===== src/rtl/graph_dfs_adjacency_matrix_defines.svh =====
// ----------------------------------------------------------------------------
// Assertion macros for the depth-first traversal block
// Shared check forms, clocked on clk and disabled while arst_n is low.
// ----------------------------------------------------------------------------
`ifndef GRAPH_DFS_ADJACENCY_MATRIX_DEFINES_SVH
`define GRAPH_DFS_ADJACENCY_MATRIX_DEFINES_SVH

// same-cycle implication
`define GDFS_CHECK_IMP(lbl, ante, cons, msg) \
	lbl: assert property (@(posedge clk) disable iff (!arst_n) (ante) |-> (cons)) \
		else $error(msg);

// next-cycle implication
`define GDFS_CHECK_NXT(lbl, ante, cons, msg) \
	lbl: assert property (@(posedge clk) disable iff (!arst_n) (ante) |=> (cons)) \
		else $error(msg);

`endif


===== src/rtl/gdfs_ram.sv =====
// ----------------------------------------------------------------------------
// gdfs_ram
// Simple dual-port RAM, one write and one registered read port.
// ----------------------------------------------------------------------------
module gdfs_ram #(
	parameter int WIDTH = 8,
	parameter int DEPTH = 64
) (
	input  logic                     clk,
	input  logic                     we,
	input  logic [$clog2(DEPTH)-1:0] waddr,
	input  logic [WIDTH-1:0]         wdata,
	input  logic                     re,
	input  logic [$clog2(DEPTH)-1:0] raddr,
	output logic [WIDTH-1:0]         rdata
);

	logic [WIDTH-1:0] mem [DEPTH];

	always_ff @(posedge clk) begin
		if (we) begin
			mem[waddr] <= wdata;
		end
		if (re) begin
			rdata <= mem[raddr];
		end
	end

endmodule


===== config.mk =====
export PLATFORM = sky130hd
export DESIGN_NAME = gdfs_ram
export DESIGN_NICKNAME = d
export VERILOG_FILES = /design/src/rtl/graph_dfs_adjacency_matrix_defines.svh /design/src/rtl/gdfs_ram.sv
export SDC_FILE = /design/constraint.sdc
export NUM_CORES = 1
export LEC_CHECK = 0
export ABC_CLOCK_PERIOD_IN_PS = 2300
export BUFFER_PORTS_ARGS = -buffer_cell sky130_fd_sc_hd__buf_2
export CAP_MARGIN = 0
export CORE_UTILIZATION = 55
export CTS_CLUSTER_SIZE = 8
export DETAILED_ROUTE_END_ITERATION = 16
export PLACE_DENSITY_LB_ADDON = 0.1
export SYNTH_ARGS = -nofsm -noshare
export SYNTH_HDL_FRONTEND = slang
export SYNTH_SLANG_ARGS = --single-unit

===== constraint.sdc =====
create_clock -name clk -period 2.3 [get_ports clk]
set_input_delay 0.115 -clock clk [delete_from_list [all_inputs] [get_ports clk]]
set_output_delay 0.115 -clock clk [all_outputs]
set_load 0.02 [all_outputs]

==> results of run 1 <==
cells by family after synthesis:
kind of cell,after synthesis
simple gates,153
mux,162
compound gates,54
flops,520
buf+inv,51
path summary, 6_finish.rpt:
kind                            slack (ns)    endpoint
worst max-delay path                  0.18    rdata[5]
worst max register to register        0.18    rdata[5]
worst min-delay path                  0.05  mem[49][7]
worst min register to register        0.89    rdata[6]
state kept, by name (all words and copies together), names as in the netlist:
| name | count |
|---|---|
| mem | 512 |
| rdata | 8 |
through the flow:
step / cell area [um^2] / worst slack, ns / std cells / hold WS [ns]
after floorplan: 20200 / 0.379 / 940 / 0.214
after global placement: 21700 / -0.536 / 1497 / 0.494
after detailed placement: 21700 / -0.608 / 1497 / 0.491
after CTS: 23700 / 0.140 / 1580 / 0.00553
after global routing: 23700 / 0.0707 / 1580 / 0.0444
final: 23700 / 0.178 / 1580 / 0.0452
cell usage in the layout (no fill, tap or decap):
master         count
a2111oi_2          2
a211oi_1           4
a21oi_1            3
a221oi_1           6
a22oi_1            3
a31oi_1            1
and2_1             1
buf_12            10
buf_2             27
buf_4            109
clkbuf_16         81
clkbuf_8           1
dlygate4sd3_1      2
edfxtp_1         520
mux2_2            13
mux2i_1           23
mux4_2           126
nand2_1           19
nand2b_1           7
nand3_1           13
nand3b_1           3
nand4_1            2
nand4b_1           1
nor2_1            83
nor2b_1           14
nor3_1             7
nor4_1             2
o2111ai_1          3
o21a_1             2
o21ai_0            2
o21ai_1            2
o221a_2            2
o221ai_1           8
o22ai_1            8
o2bb2ai_1          3
o311ai_1           1
o32ai_1            2
o41ai_1            2
or3_1              1
what timing repair did:
| item | CTS | global route |
|---|---|---|
| resized for setup | 4 | 0 |
| endpoints found under the setup margin | 2 | 0 |
| hold buffers | 2 | 0 |
| endpoints found under the hold margin | 9 | 0 |
layer usage:
layer	global-route usage	vias up	share of wire
li1	-	4246	-
met1	0.360	5304	0.43
met2	0.385	399	0.47
met3	0.0571	92	0.075
met4	0.0932	6	0.026
met5	0	-	0.0010
cells in the mapped netlist (all sizes together), types with 2 or more instances:
cell type  number  share of area
a2111oi         2        0.00087
a211oi          4         0.0015
a21oi           3        0.00074
a221oi          6         0.0026
a22oi           3         0.0011
buf            34          0.012
clkbuf         17         0.0032
edfxtp        520           0.77
mux2           13         0.0072
mux2i          23          0.011
mux4          126           0.14
nand2          19         0.0035
nand2b          7         0.0022
nand3          13         0.0032
nand3b          3         0.0011
nand4           2        0.00062
nor2           83          0.015
nor2b          14         0.0043
nor3            7         0.0017
nor4            2        0.00062
o2111ai         3         0.0013
o21a            2        0.00074
o21ai           4        0.00099
o221a           2         0.0011
o221ai          8         0.0035
o22ai           8         0.0025
o2bb2ai         3         0.0013
o32ai           2        0.00087
o41ai           2        0.00087
layout make-up:
| class | count | share of cell area |
|---|---|---|
| multi-input cells | 369 | 0.182 |
| well taps | 461 | 0.0243 |
| repair buffers | 149 | 0.0500 |
| clock buffers | 81 | 0.0854 |
| flip-flops and latches | 520 | 0.658 |
power breakdown:
group | leakage, nW | switching [mW] | internal (mW)
combinational | 2.06 | 0.625 | 0.422
sequential | 4.69 | 0.0253 | 10.5
clock | 0.998 | 3.56 | 6.09
total | 7.74 | 4.21 | 17.1
==> results by group, run 1 <==
STA
  – Min Tclk post-route: about 2.1 ns
  – Max Freq: ~470 MHz
  – Transition at the pin with the smallest max-transition slack: 1.30 ns
  – Final critical-path share of the clock period: 0.923
  – Final number of max-transition violations: 0
  – Clock Skew: around 0.011 ns
  – Final TNS setup: 0 ns
  – Final hold violation count: 0
  – Setup violations, final: 0
  – Max-slew headroom at the worst pin: 0.134
  – Unrepaired setup endpoints after global routing: no

Clocking
  – Number of clock buffers inserted by TritonCTS: 74
  – Clock root cell: clkbuf_16
  – Clock sink count: 520
  – Number of buffers between clock root and the deepest sink: 3
  – Clock tree from TritonCTS: yes
  – Clk slew on worst S/H paths: around 0.050 ns
  – H-tree lvl count: 3
  – Clk Latency, worst-skew pair: ~0.57 ns
  – Setup bufs post-CTS: 0

Finish
  – Final standard cell utilization of the core: 0.661
  – Synth-to-Final Area Change: 17.2%
  – Diodes inserted: 0
  – Fraction of layout instances using a drive strength above 1: 0.332
  – Fill count: 2311
  – Multi-input gate area: about 0.0043 mm^2
  – Area of all sequential standard cells: 0.0156 mm^2
  – Total Nets Final: 1137

Synthesis
  – Most frequently used flop master after synthesis: edfxtp_1
  – Count of warnings emitted by yosys: 0
  – Complex-gate fraction of the synthesized area: 0.0206
  – Post-synth net total: 963
  – Main combinational cell family by area after synthesis: multiplexers
  – Area share of fa/ha/maj cells after synthesis: 0
  – Mean Syn Cell Area: approximately 22 um^2
  – Share of synthesized cell area in and, or, nand and nor gates: 0.0337
  – Post-synthesis async set-or-reset flop share: 0
  – Number of enable flip-flop cells after synthesis: 520
  – Netlist area before placement: 0.0202 mm^2
  – Share of cell area taken by muxes after synthesis: 0.159
  – Sequential cell area fraction in the yosys report: 0.771
  – Fraction of synthesized cell area in xor and xnor cells: 0
  – Number of distinct library cell variants in the gate-level netlist after synthesis: 39
  – Register bit total from synthesis: 520
  – Number of standard cells after synthesis: 940

Worst setup path
  – Launch point of the worst path: mem[2][5]
  – Depth of the worst register-to-register path: 5
  – Setup Crit Path Kind: reg -> reg
  – Cell Chain, Critical Path: mux4_2 -> nor2b_1 -> a2111oi_2 -> buf_4 -> o41ai_1
  – Slowest cell on the critical path: a2111oi_2
  – Delay of the slowest cell on the worst path: 0.59 ns
  – Critical R2R Launch: mem[2][5]
  – Path length in cells of the critical path: 5
  – Crit path buffers/inverters: 1
  – Sort of element at the end of the critical path: register
  – Type of element launching the critical path: register
  – Family with the most delay on the worst path: compound AO/OA/AOI/OAI gates
  – Worst EP required: 2.61 ns
  – Worst path arrival time: 2.43 ns
  – Crit Path Max Fanout: 1

Floorplan
  – Die ar.: 0.0376 mm^2
  – Core box area: around 0.036 mm^2
  – Width of the chip: between 150 and 200 um
  – IO Count: 31
  – Floorplan die height: 194 um
  – Initial core utilization: 0.564
  – FP Rows: 69

Detailed routing
  – Antenna violation net count after detailed routing: 0
  – Detail-routed net length per standard cell: 28.5 um
  – Count of TritonRoute iterations in the first routing pass: 5
  – DR vias: 10000
  – Number of design rule violations left after detail routing: 0
  – Detail-routed via count per cell: about 6.4
  – Wire length after detailed routing: 45.1 mm
  – DRC violation total after the first TritonRoute iteration: 1002

Global routing
  – Global-route wire length before repair: 68.0 mm
  – Leftover overflow at the end of global routing: 0
  – Via count of the first global-routing pass: 10700
  – All-layer global routing usage: 0.252
  – Pin count of the biggest net entering global routing: 65
  – Antenna violations before repair: 3

Pwr
  – IR Drop Worst-Case VDD: 0.676 mV
  – Power per standard cell area: between 800 and 900 mW/mm^2
  – P_leak: 7.74 nW
  – Final total power: between 20 and 25 mW

Place
  – HPWL after DPL: 28.8 mm
  – Gp weighted congestion: 0.860
  – Number of port buffers: 30

Flow run
  – Max-capacitance violation count: 0

Min path
  – Number of stages on the worst hold path: 2
  – Min-Delay Startpoint: waddr[2]
  – Worst Hold Class: in -> reg

Run status
  – Status: finished, final reports clean
Note: power is estimated with default switching activity, not from simulation.
==> run 2, diff against run 1 <==
--- a/config.mk
+++ b/config.mk
@@ -8,6 +8,8 @@
 export ABC_CLOCK_PERIOD_IN_PS = 2300
 export BUFFER_PORTS_ARGS = -buffer_cell sky130_fd_sc_hd__buf_2
 export CAP_MARGIN = 0
+export CELL_PAD_IN_SITES_DETAIL_PLACEMENT = 0
+export CELL_PAD_IN_SITES_GLOBAL_PLACEMENT = 1
 export CORE_UTILIZATION = 55
 export CTS_CLUSTER_SIZE = 8
 export DETAILED_ROUTE_END_ITERATION = 16
==> results by group, run 2 (same netlist as run 1, synthesis figures left out) <==
Worst setup path
  – Crit Path Max Fanout: 1 (unchanged)
  – Worst path arrival time: 2.54 ns (+0.11 ns)
  – Delay of the slowest cell on the worst path: 0.50 ns (-0.09 ns)
  – Cell Chain, Critical Path: mux4_2 -> mux2_2 -> o221a_2 -> nor3_1 -> o32ai_1
  – Type of element launching the critical path: register
  – Setup Crit Path Kind: reg -> reg
  – Worst EP required: 2.60 ns (about the same)
  – Crit path buffers/inverters: 0 (-1)
  – Family with the most delay on the worst path: multiplexers
  – Slowest cell on the critical path: mux4_2
  – Sort of element at the end of the critical path: register

Detailed routing
  – Count of TritonRoute iterations in the first routing pass: 5 (unchanged)
  – Antenna violation net count after detailed routing: 0 (unchanged)
  – DRC violation total after the first TritonRoute iteration: 1000 (-0.20%)
  – Detail-routed via count per cell: 6.22 (-2.1%)
  – Detail-routed net length per standard cell: 28.5 um (-0.10%)
  – Wire length after detailed routing: 45.5 mm (+0.97%)
  – Number of design rule violations left after detail routing: 0 (unchanged)
  – DR vias: 9939 (-1.1%)

Pwr
  – IR Drop Worst-Case VDD: 0.650 mV (-3.8%)
  – Fraction of power consumed by the clock network: 0.450 (-0.004)
  – Reported net switching power: 4.22 mW (+0.27%)
  – Sequential group share of total power: 0.500 (+0.003)
  – Power per standard cell area: 888 mW/mm^2 (-0.82%)
  – P_leak: 7.80 nW (+0.77%)
  – Net switching fraction of the power: 0.200 (+0.00161)
  – Internal Power: 16.9 mW (-0.73%)
  – Power share of the combinational group: 0.050 (about the same)

Min path
  – Worst Hold Class: in -> reg

Finish
  – Most flops, register: mem
  – Largest regs: mem x512, rdata x8
  – Max reg flops: 512 (unchanged)
  – Most common cell after layout, fill and taps aside: edfxtp_1
  – Fraction of layout instances using a drive strength above 1: 0.342 (+0.0100)
  – Top library cells by usage in the layout, fill and taps aside: edfxtp_1, buf_4, mux4_2
  – Synth-to-Final Area Change: 17.6%
  – Total Nets Final: 1155 (+1.6%)
  – Final standard cell utilization of the core: 0.663 (+0.00192)
  – Diodes inserted: 0 (unchanged)
  – Final instance count without filler cells: 1597 (+1.1%)
  – Fill count: 2319 (+0.35%)

Place
  – Number of port buffers: 30 (unchanged)
  – Gp weighted congestion: 0.821 (-4.5%)
  – Placed cell count: 1515 (+1.2%)
  – HPWL after DPL: 29.4 mm (+2.3%)

Clocking
  – Clock sink count: 520 (unchanged)
  – Setup bufs post-CTS: 0 (unchanged)
  – Clk Latency, worst-skew pair: 0.59 ns (+0.02 ns)
  – Clock tree from TritonCTS: yes
  – Clock root cell: clkbuf_16
  – H-tree lvl count: 3 (unchanged)
  – Clk slew on worst S/H paths: 0.05 ns (about the same)
  – Number of clock buffers inserted by TritonCTS: 74 (unchanged)
  – Number of buffers between clock root and the deepest sink: 3 (unchanged)

STA
  – Final hold violation count: 0 (unchanged)
  – Clock Skew: 0.0261 ns (+0.0147 ns)
  – Setup violations, final: 0 (unchanged)
  – Max Freq: 448 MHz (-5.0%)
  – Min Tclk post-route: 2.23 ns (+0.113 ns)
  – Hold Worst Slack: 0.0877 ns (+0.0425 ns)
  – Final critical-path share of the clock period: 0.972 (+0.0490)
  – Transition at the pin with the smallest max-transition slack: 0.737 ns (-0.562 ns)
  – Unrepaired setup endpoints after global routing: no
  – Final number of max-transition violations: 0 (unchanged)
  – Max-slew headroom at the worst pin: 0.508 (+0.375)

Run status
  – Status: finished, final reports clean

Global routing
  – Leftover overflow at the end of global routing: 0 (unchanged)
  – Global-route wire length before repair: 68.2 mm (+0.30%)
  – Pin count of the biggest net entering global routing: 65 (unchanged)
  – All-layer global routing usage: 0.254 (+0.00218)
  – Via count of the first global-routing pass: 10600 (-0.99%)
  – Antenna violations before repair: 1 (-2)

Floorplan
  – Core box area: 0.0359 mm^2 (unchanged)
  – Initial core utilization: 0.564 (unchanged)
  – Die ar.: 0.0376 mm^2 (unchanged)
  – FP Rows: 69 (unchanged)
  – IO Count: 31 (unchanged)
  – Floorplan die height: 194 um (unchanged)
  – Width of the chip: 194 um (unchanged)

Flow run
  – Max-capacitance violation count: 0 (unchanged)
[run 2: cell types whose count changed in the layout (fill, tap and decap cells not counted), sizes merged]
cell / before / now
buf: 146 / 164
clkbuf: 82 / 80
inv: 0 / 1
[run 2: metrics by stage]
step | setup WS [ns] | setup TNS [ns] | total power [mW] | instance area (um^2)
2_1_floorplan | 0.379 | 0 | 11.3 | 20200
3_3_place_gp | -0.660 | -1.65 | 11.8 | 21800
3_5_place_dp | -0.645 | -1.61 | 11.8 | 21800
4_1_cts | 0.0850 | 0 | 21.3 | 23800
5_1_grt | 0.0382 | 0 | 21.7 | 23800
6_report | 0.0655 | 0 | 21.1 | 23800
[run 2: repair_timing]
| item | CTS | global route |
|---|---|---|
| resized for setup | 4 | 0 |
| setup endpoints to repair | 2 | 0 |
| hold endpoints to repair | 19 | 0 |
| hold buffers | 2 | 0 |
[run 2: final timing paths]
check / endpoint / from / depth (start not counted) / slack (ns)
setup / recovery: rdata[6] / mem[17][6] / 5 / 0.07
hold / removal: mem[50][2] / waddr[1] / 3 / 0.09
hold reg to reg: rdata[2] / mem[19][2] / 4 / 0.90
setup reg to reg: rdata[6] / mem[17][6] / 5 / 0.07
[run 2: final cells by class]
cell class / count / area [um^2] / share of cell area
timing repair buffer: 167 / 1300 / 0.0545
multi-input combinational: 369 / 4330 / 0.182
tap: 461 / 577 / 0.0242
sequential: 520 / 15600 / 0.656
clock inverter: 1 / 8.76 / 0.000368
clock buffer: 79 / 1980 / 0.0831
[run 2: power by group through the flow]
stage / Clock [mW] / Combinational [mW] / Sequential (mW)
floorplan: 0 / 0.559 / 10.7
global placement: 0 / 1.03 / 10.7
detailed placement: 0 / 1.06 / 10.7
CTS: 9.68 / 1.07 / 10.6
global route: 10.0 / 1.13 / 10.6
finish: 9.52 / 1.06 / 10.6
[run 2: routing by layer]
metal | vias to the layer above | share of wire | GRT usage
met1 | 5177 | 0.41 | 0.355
met5 | - | 0.0022 | 0.0166
li1 | 4278 | - | -
met2 | 405 | 0.49 | 0.404
met4 | 4 | 0.023 | 0.0850
met3 | 75 | 0.079 | 0.0524
[run 2: tightest hold or removal path, stage by stage]
cell and delay [ns]:
buf_2 0.16, nand2b_1 0.10, nor2_1 0.11
